===== src/hw/rtl/pmdc_pkg.sv =====
// Shared types and constants for the PID motor duty controller.
package pmdc_pkg;

    localparam int GAIN_W     = 16;
    localparam int LIMIT_W    = 15;
    localparam int DUTY_W     = 7;
    localparam int CTRL_W     = 16;
    localparam int CFG_IDX_W  = 3;
    localparam int CFG_DATA_W = 16;

    localparam int CTRL_MAX = 32767;
    localparam int CTRL_MIN = -32768;

    // trunc(m / 300) for m <= 32768 as (m * DUTY_RECIP) >> DUTY_SHIFT, exact over that range
    localparam int DUTY_DIVISOR = 300;
    localparam int DUTY_SHIFT   = 24;
    localparam int DUTY_RECIP   = (1 << DUTY_SHIFT) / DUTY_DIVISOR + 1;
    localparam int MAG_W        = CTRL_W + 1;
    localparam int QPROD_W      = MAG_W + 16;

    localparam logic signed [GAIN_W-1:0] RST_KP       = 16'sd1;
    localparam logic signed [GAIN_W-1:0] RST_KI       = 16'sd1;
    localparam logic signed [GAIN_W-1:0] RST_KD       = 16'sd1;
    localparam logic [LIMIT_W-1:0]       RST_LIMIT    = 15'd25000;
    localparam logic [DUTY_W-1:0]        RST_CEILING  = 7'd100;
    localparam logic [DUTY_W-1:0]        RST_DEADBAND = 7'd35;

    typedef enum logic [CFG_IDX_W-1:0] {
        CFG_KP       = 3'd0,
        CFG_KI       = 3'd1,
        CFG_KD       = 3'd2,
        CFG_LIMIT    = 3'd3,
        CFG_CEILING  = 3'd4,
        CFG_DEADBAND = 3'd5
    } t_cfg_idx;

    typedef struct packed {
        logic [DUTY_W-1:0] ceiling;
        logic [DUTY_W-1:0] deadband;
    } t_duty_cfg;

    typedef struct packed {
        logic [DUTY_W-1:0] duty;
        logic              forward;
    } t_duty_res;

endpackage


===== src/hw/rtl/pmdc_duty.sv =====
// Control value to duty magnitude and direction: divide by 300, cap, deadband.
module pmdc_duty
    import pmdc_pkg::*;
(
    input  logic signed [CTRL_W-1:0] i_control,
    input  t_duty_cfg                i_cfg,
    output t_duty_res                o_res
);

    logic [MAG_W-1:0]   w_mag;
    logic [QPROD_W-1:0] w_qprod;
    logic [DUTY_W-1:0]  w_quot;
    logic [DUTY_W-1:0]  w_capped;

    // magnitude of the control value; -32768 needs the extra bit
    assign w_mag = i_control[CTRL_W-1] ? (MAG_W'(0) - MAG_W'(i_control))
                                       : MAG_W'(i_control);

    // quotient never exceeds 109, so it fits the duty width
    assign w_qprod = QPROD_W'(w_mag) * QPROD_W'(DUTY_RECIP);
    assign w_quot  = w_qprod[DUTY_SHIFT +: DUTY_W];

    assign w_capped = (w_quot > i_cfg.ceiling) ? i_cfg.ceiling : w_quot;

    always_comb begin
        o_res.forward = !i_control[CTRL_W-1] && (w_quot != '0);
        o_res.duty    = (w_capped < i_cfg.deadband) ? '0 : w_capped;
    end

endmodule


===== src/hw/rtl/pid_motor_duty_controller.sv =====
// PID motor duty controller: integral clamp, saturated control, duty and direction.
//
// channel   dir  handshake                       payload
// s_axis    in   i_s_axis_tvalid/o_s_axis_tready rate_sample
// m_axis    out  o_m_axis_tvalid/i_m_axis_tready control_value, duty_value, direction_forward
// cfg       in   i_cfg_we (no ready)             gain/limit/duty registers by index
//
// One word per clock sustained while m_axis does not stall; four register stages (input,
// product, sum, output), and an accepted word moves through them in that order to m_axis.
// The error history and the integral update at the input register, so samples may follow
// back to back. Per-stage valid bits let empty stages fill while the output stalls.
// i_rst_n is synchronous, active low: clears state, valids and restores register defaults.
module pid_motor_duty_controller
    import pmdc_pkg::*;
#(
    parameter int SAMPLE_WIDTH = 16
) (
    input  logic                                i_clk,
    input  logic                                i_rst_n,
    input  logic                                i_s_axis_tvalid,
    output logic                                o_s_axis_tready,
    // [SAMPLE_WIDTH-1:0] rate_sample, zero padded to bytes
    input  logic [((SAMPLE_WIDTH+7)/8)*8-1:0]   i_s_axis_tdata,
    output logic                                o_m_axis_tvalid,
    input  logic                                i_m_axis_tready,
    // [15:0] control_value, [22:16] duty_value, [23] direction_forward
    output logic [23:0]                         o_m_axis_tdata,
    input  logic                                i_cfg_we,
    input  logic [CFG_IDX_W-1:0]                i_cfg_index,
    input  logic [CFG_DATA_W-1:0]               i_cfg_data
);

    localparam int SUM_W  = ((SAMPLE_WIDTH > CTRL_W) ? SAMPLE_WIDTH : CTRL_W) + 1;
    localparam int DIFF_W = SAMPLE_WIDTH + 1;
    localparam int PROD_W = GAIN_W + SUM_W;
    localparam int ACC_W  = PROD_W + 2;
    localparam logic signed [ACC_W-1:0] SAT_HI = ACC_W'(CTRL_MAX);
    localparam logic signed [ACC_W-1:0] SAT_LO = ACC_W'(CTRL_MIN);

    // configuration
    logic signed [GAIN_W-1:0] r_kp, r_ki, r_kd;
    logic [LIMIT_W-1:0]       r_limit;
    t_duty_cfg                r_duty_cfg;

    // controller state
    logic signed [SAMPLE_WIDTH-1:0] r_prev_err;
    logic signed [CTRL_W-1:0]       r_integral;

    // pipeline
    logic                           r_a_vld, r_b_vld, r_c_vld, r_o_vld;
    logic signed [SAMPLE_WIDTH-1:0] r_a_err;
    logic signed [SUM_W-1:0]        r_a_sum;
    logic signed [DIFF_W-1:0]       r_a_diff;
    logic signed [PROD_W-1:0]       r_b_pp, r_b_pi, r_b_pd;
    logic signed [CTRL_W-1:0]       r_c_ctrl;
    logic signed [CTRL_W-1:0]       r_o_ctrl;
    t_duty_res                      r_o_res;

    logic                           w_a_rdy, w_b_rdy, w_c_rdy, w_o_rdy, w_accept;
    logic signed [SAMPLE_WIDTH-1:0] w_err;
    logic signed [SUM_W-1:0]        w_sum, w_lim_pos, w_lim_neg;
    logic signed [CTRL_W-1:0]       n_integral;
    logic signed [ACC_W-1:0]        w_acc;
    logic signed [CTRL_W-1:0]       n_ctrl;
    t_duty_res                      w_duty;

    assign w_o_rdy  = !r_o_vld || i_m_axis_tready;
    assign w_c_rdy  = !r_c_vld || w_o_rdy;
    assign w_b_rdy  = !r_b_vld || w_c_rdy;
    assign w_a_rdy  = !r_a_vld || w_b_rdy;
    assign w_accept = i_s_axis_tvalid && w_a_rdy;

    assign o_s_axis_tready = w_a_rdy;
    assign o_m_axis_tvalid = r_o_vld;
    assign o_m_axis_tdata  = {r_o_res.forward, r_o_res.duty, r_o_ctrl};

    assign w_err     = i_s_axis_tdata[SAMPLE_WIDTH-1:0];
    assign w_sum     = SUM_W'(w_err) + SUM_W'(r_integral);
    assign w_lim_pos = SUM_W'(signed'({1'b0, r_limit}));
    assign w_lim_neg = -w_lim_pos;

    // stored integral is clamped; the unclamped sum feeds the integral term
    always_comb begin
        if (w_sum > w_lim_pos) begin
            n_integral = w_lim_pos[CTRL_W-1:0];
        end else if (w_sum < w_lim_neg) begin
            n_integral = w_lim_neg[CTRL_W-1:0];
        end else begin
            n_integral = w_sum[CTRL_W-1:0];
        end
    end

    assign w_acc = ACC_W'(r_b_pp) + ACC_W'(r_b_pi) + ACC_W'(r_b_pd);

    always_comb begin
        if (w_acc > SAT_HI) begin
            n_ctrl = SAT_HI[CTRL_W-1:0];
        end else if (w_acc < SAT_LO) begin
            n_ctrl = SAT_LO[CTRL_W-1:0];
        end else begin
            n_ctrl = w_acc[CTRL_W-1:0];
        end
    end

    pmdc_duty u_duty (
        .i_control (r_c_ctrl),
        .i_cfg     (r_duty_cfg),
        .o_res     (w_duty)
    );

    always_ff @(posedge i_clk) begin
        if (!i_rst_n) begin
            r_kp                <= RST_KP;
            r_ki                <= RST_KI;
            r_kd                <= RST_KD;
            r_limit             <= RST_LIMIT;
            r_duty_cfg.ceiling  <= RST_CEILING;
            r_duty_cfg.deadband <= RST_DEADBAND;
        end else if (i_cfg_we) begin
            unique case (t_cfg_idx'(i_cfg_index))
                CFG_KP:       r_kp                <= i_cfg_data;
                CFG_KI:       r_ki                <= i_cfg_data;
                CFG_KD:       r_kd                <= i_cfg_data;
                CFG_LIMIT:    r_limit             <= i_cfg_data[LIMIT_W-1:0];
                CFG_CEILING:  r_duty_cfg.ceiling  <= i_cfg_data[DUTY_W-1:0];
                CFG_DEADBAND: r_duty_cfg.deadband <= i_cfg_data[DUTY_W-1:0];
                default: ;
            endcase
        end
    end

    always_ff @(posedge i_clk) begin
        if (!i_rst_n) begin
            r_prev_err <= '0;
            r_integral <= '0;
            r_a_vld    <= 1'b0;
            r_b_vld    <= 1'b0;
            r_c_vld    <= 1'b0;
            r_o_vld    <= 1'b0;
        end else begin
            if (w_accept) begin
                r_prev_err <= w_err;
                r_integral <= n_integral;
            end
            if (w_a_rdy) r_a_vld <= i_s_axis_tvalid;
            if (w_b_rdy) r_b_vld <= r_a_vld;
            if (w_c_rdy) r_c_vld <= r_b_vld;
            if (w_o_rdy) r_o_vld <= r_c_vld;
        end
    end

    always_ff @(posedge i_clk) begin
        if (w_accept) begin
            r_a_err  <= w_err;
            r_a_sum  <= w_sum;
            r_a_diff <= DIFF_W'(w_err) - DIFF_W'(r_prev_err);
        end
        if (r_a_vld && w_b_rdy) begin
            r_b_pp <= PROD_W'(r_kp) * PROD_W'(r_a_err);
            r_b_pi <= PROD_W'(r_ki) * PROD_W'(r_a_sum);
            r_b_pd <= PROD_W'(r_kd) * PROD_W'(r_a_diff);
        end
        if (r_b_vld && w_c_rdy) begin
            r_c_ctrl <= n_ctrl;
        end
        if (r_c_vld && w_o_rdy) begin
            r_o_ctrl <= r_c_ctrl;
            r_o_res  <= w_duty;
        end
    end

    // stored integral stays inside the clamp after every word
    a_integral_clamped: assert property (@(posedge i_clk) disable iff (!i_rst_n)
        w_accept |=> (r_integral <= signed'({1'b0, r_limit}) &&
                      r_integral >= -signed'({1'b0, r_limit})))
        else $error("integral outside clamp");

    a_duty_capped: assert property (@(posedge i_clk) disable iff (!i_rst_n)
        r_o_vld |-> (r_o_res.duty <= r_duty_cfg.ceiling))
        else $error("duty above ceiling");

    // forward needs a control value of at least one divisor step
    a_forward_positive: assert property (@(posedge i_clk) disable iff (!i_rst_n)
        (r_o_vld && r_o_res.forward) |->
            (!r_o_ctrl[CTRL_W-1] && r_o_ctrl >= CTRL_W'(DUTY_DIVISOR)))
        else $error("forward with nonpositive duty");

endmodule


===== config.mk =====
export PLATFORM = sky130hd
export DESIGN_NAME = pid_motor_duty_controller
export DESIGN_NICKNAME = d
export VERILOG_FILES = /design/src/hw/rtl/pmdc_pkg.sv /design/src/hw/rtl/pmdc_duty.sv /design/src/hw/rtl/pid_motor_duty_controller.sv
export SDC_FILE = /design/constraint.sdc
export NUM_CORES = 2
export LEC_CHECK = 0
export ABC_AREA = 1
export BUFFER_PORTS_ARGS = -buffer_cell sky130_fd_sc_hd__buf_2
export CAP_MARGIN = 25
export CORE_ASPECT_RATIO = 0.6
export CORE_MARGIN = 2
export CORE_UTILIZATION = 40
export DETAILED_ROUTE_END_ITERATION = 8
export PLACE_DENSITY = 0.53
export SLEW_MARGIN = 5
export SYNTH_ARGS = -nofsm -noshare
export SYNTH_HDL_FRONTEND = slang
export SYNTH_SLANG_ARGS = --single-unit

===== constraint.sdc =====
create_clock -name i_clk -period 11.8 [get_ports i_clk]
set_input_delay 2.36 -clock i_clk [delete_from_list [all_inputs] [get_ports i_clk]]
set_output_delay 2.36 -clock i_clk [all_outputs]
set_load 0.005 [all_outputs]

==> implementation parameters <==
Parameter                              Value

Synthesis
  Ys async rst share ... 0%
  Post-synth EDFFs ... 188
  Flip-flop and latch count after synthesis ... 301
  Count of cell types in the netlist ... 52
  Post-synthesis instance area ... 52,800 um^2
  Avg Synthesized Cell Area ... 8.29 um^2
  Sequential element share of the synthesized area ... 15.0%
  Number of warnings issued by yosys ... 0
  Number of cells produced by synthesis ... 6,372
  Primary FF master, synth ... sky130_fd_sc_hd__edfxtp_1

Finish
  Area used by multi-input combinational logic ... 37,700 um^2
  Fin nets ... 7,783
  Fill cells ... 13,200
  Fraction of layout cells with a size suffix above 1 ... 3.74%
  Layout area overhead ... 5.93%
  Area occupied by registers ... 7910 um^2

Critical path
  Crit-path max FO ... 11
  Critical Path Slowest Stage Cell ... sky130_fd_sc_hd__a211oi_1
  Arrival time of data at the critical path endpoint ... 10.87 ns
  Data required, critical path ... 12.13 ns
  Worst Setup Path Type ... flop to flop
  Startpoint types ... flop
  Slowest Stage Delay on Critical Path ... 0.68 ns
  Endpoint class of the critical path ... flop
  Cell repeated most along the worst path ... sky130_fd_sc_hd__nand2_1

STA
  Worst slew pin tran ... 1.12 ns
  Fin crit share ... 89.4%
  Max Fclk ... 94.8 MHz
  Final critical delay including setup and external delays ... 10.55 ns
  Final number of hold-violating endpoints ... 0
  Setup repair after global routing missed its margin ... false
  Pins Over Slew Limit ... 0
  Final setup TNS ... 0 ns
  Final clock skew ... 0.0382 ns
  Setup-violating endpoint count in the final report ... 0
  Headroom to the max-slew limit ... 25.1%

Clock network
  Number of H-tree levels ... 2
  Clock transition at the register clock pins on the worst setup and hold paths after CTS ... 0.08 ns
  Insertion delay to the later sink of the worst-skew pair ... 0.61 ns
  Clock root buffer master ... sky130_fd_sc_hd__clkbuf_16
  Maximum clock path buffer count ... 3
  Clock tree from TritonCTS ... done
  # Post-CTS Setup Buffers ... 0
  Sink count of the clock tree ... 301
  Number of clock buffers inserted by TritonCTS ... 34
  Hold buffer count at cts ... 0
  Post-CTS sizing ... 0

Global routing
  Global-route wire length before repair ... 246,000 um
  All-Layer GR Usage ... 23.9%
  Vias in the first global route ... 40,100
  Initial antenna violation count ... 8
  Overflow left after global routing ... 0
  Maximum number of pins on one net before global-route repair ... 82

Floorplan
  Row cnt ... 103
  Effective utilization at floorplan ... 40.2%
  Placeable core region ... 131,000 um^2
  Die boundary width ... 473 um
  Total I/O pin count ... 66
  Area of the die ... 135,000 um^2
  Vertical die dimension ... 286 um

Detailed routing
  Detailed-route wire length ... 158,000 um
  Remaining design rule violation count ... 0
  Vias ... 39,600
  Count of TritonRoute iterations in the first routing pass ... 6
  Iteration-0 DRC Markers ... 3,264
  Detailed-route wire length per cell ... 19.5 um
  Routed Antenna Nets ... 0
  Via density per instance ... 4.90

Status
  Result of the run ... finished clean

Place
  Detail Placement HPWL ... 133,000 um
  Global placer's final weighted congestion ... 0.899
  Buffers added on ports ... 65

Job
  Max-capacitance violation count ... 0

Worst hold path
  Worst hold-check path type ... flop to flop
==> layer usage <==
layer	vias up	track usage, %	wire length, um
met3	97	5.24	13600
met1	19500	39.6	83600
met4	0	3.23	1920
met5	-	0	0
met2	1220	31.5	58500
li1	18800	-	-
==> state kept, by name, summed over array words and instances (netlist names), 17 cells and up <==
signal / count
r_a_sum: 17
r_b_pp: 32
r_b_pi: 33
r_a_diff: 17
r_b_pd: 33
==> synth_stat cells, types with 65 or more instances <==
master                     instances  area, um^2
sky130_fd_sc_hd__a21oi_1         246        1230
sky130_fd_sc_hd__edfxtp_1        188        5650
sky130_fd_sc_hd__ha_1            480        6010
sky130_fd_sc_hd__fa_1            950       19000
sky130_fd_sc_hd__o21ai_0         216        1080
sky130_fd_sc_hd__xnor2_1          65         569
sky130_fd_sc_hd__nand2_1        1404        5270
sky130_fd_sc_hd__clkbuf_1        195         732
sky130_fd_sc_hd__xor2_1          121        1060
sky130_fd_sc_hd__dfxtp_1         113        2260
sky130_fd_sc_hd__nand3_1         110         551
sky130_fd_sc_hd__inv_1          1712        6430
sky130_fd_sc_hd__nor2_1          286        1070
==> cell usage in the layout, fill, tap and decap left out, types with 19 or more instances in the layout <==
cell / netlist / layout
sky130_fd_sc_hd__xnor2_1: 65 / 65
sky130_fd_sc_hd__nor2_1: 286 / 284
sky130_fd_sc_hd__or2_2: 48 / 48
sky130_fd_sc_hd__nor3_1: 30 / 30
sky130_fd_sc_hd__dfxtp_1: 113 / 113
sky130_fd_sc_hd__o21ai_0: 216 / 216
sky130_fd_sc_hd__ha_1: 480 / 480
sky130_fd_sc_hd__nand4_1: 34 / 34
sky130_fd_sc_hd__edfxtp_1: 188 / 188
sky130_fd_sc_hd__nand3_1: 110 / 110
sky130_fd_sc_hd__inv_1: 1712 / 1711
sky130_fd_sc_hd__clkbuf_16: 0 / 36
sky130_fd_sc_hd__xor2_1: 121 / 121
sky130_fd_sc_hd__buf_2: 1 / 66
sky130_fd_sc_hd__a21oi_1: 246 / 246
sky130_fd_sc_hd__nand2_1: 1404 / 1404
sky130_fd_sc_hd__buf_4: 2 / 33
sky130_fd_sc_hd__o21bai_1: 19 / 19
sky130_fd_sc_hd__fa_1: 950 / 950
sky130_fd_sc_hd__o211ai_1: 21 / 21
==> metrics by stage <==
stage / instance area, um^2 / util [%] / worst slack, ns / cells / hold slack, ns
6_report: 56000 / 42.6 / 1.25 / 8073 / 0.459
5_1_grt: 56000 / 42.6 / 0.405 / 8071 / 0.481
4_1_cts: 55900 / 42.6 / 1.39 / 8068 / 0.461
3_5_place_dp: 54800 / 41.7 / 1.41 / 8006 / 0.451
3_3_place_gp: 54800 / 41.7 / 1.45 / 8006 / 0.435
2_1_floorplan: 52900 / - / 2.98 / 6378 / 0.424
==> logic make-up (layout without fill, tap and decap cells) <==
| family | Yosys count | after routing | share of synthesized area (%) |
|---|---|---|---|
| DFF | 301 | 301 | 15.0 |
| xor gates and xnor gates | 186 | 186 | 3.08 |
| buffers and inverters | 1920 | 1881 | 13.7 |
| adders and majority gates | 1430 | 1430 | 47.4 |
| AOI/OAI and AO/OA | 576 | 576 | 5.96 |
| other | 2 | 10 | 0.0142 |
| and+or+nand+nor | 1957 | 1957 | 14.9 |
==> worst max-delay path: cells and delay by family, from the launching register on <==
| kind | cells | cell delay, ns |
|---|---|---|
| buffers and inverters | 8 | 0.67 |
| AND/OR/NAND/NOR | 21 | 2.95 |
| adder cells (fa/ha/maj) | 10 | 3.72 |
| XOR/XNOR | 2 | 0.92 |
| AO/OA/AOI/OAI | 5 | 1.46 |
| flip-flops | 1 | 0.52 |
==> layout make-up <==
class                   count  share of cell area, %
multi-input cells        4157                   67.4
flip-flops and latches    301                   14.1
inverters                1719                   11.5
well taps                1732                   3.87
clock buffers              40                   1.64
repair buffers            100                   1.04
clock inverters            22                  0.369
diodes                      2                0.00894
==> worst paths after layout <==
path         slack (ns)  depth (start not counted)                                to                        start
min                0.46                          2       r_prev_err[13]$_SDFFE_PN0P_  r_prev_err[13]$_SDFFE_PN0P_
max                1.25                         46  o_m_axis_tdata[16]$_SDFFCE_PN0P_    r_c_ctrl[0]$_SDFFCE_PN1P_
max reg2reg        1.25                         46  o_m_axis_tdata[16]$_SDFFCE_PN0P_    r_c_ctrl[0]$_SDFFCE_PN1P_
min reg2reg        0.46                          2       r_prev_err[13]$_SDFFE_PN0P_  r_prev_err[13]$_SDFFE_PN0P_
Power is left out: the tool's default activity adds up to more than one toggle a clock period on the data nets, which glitch-free logic cannot reach.
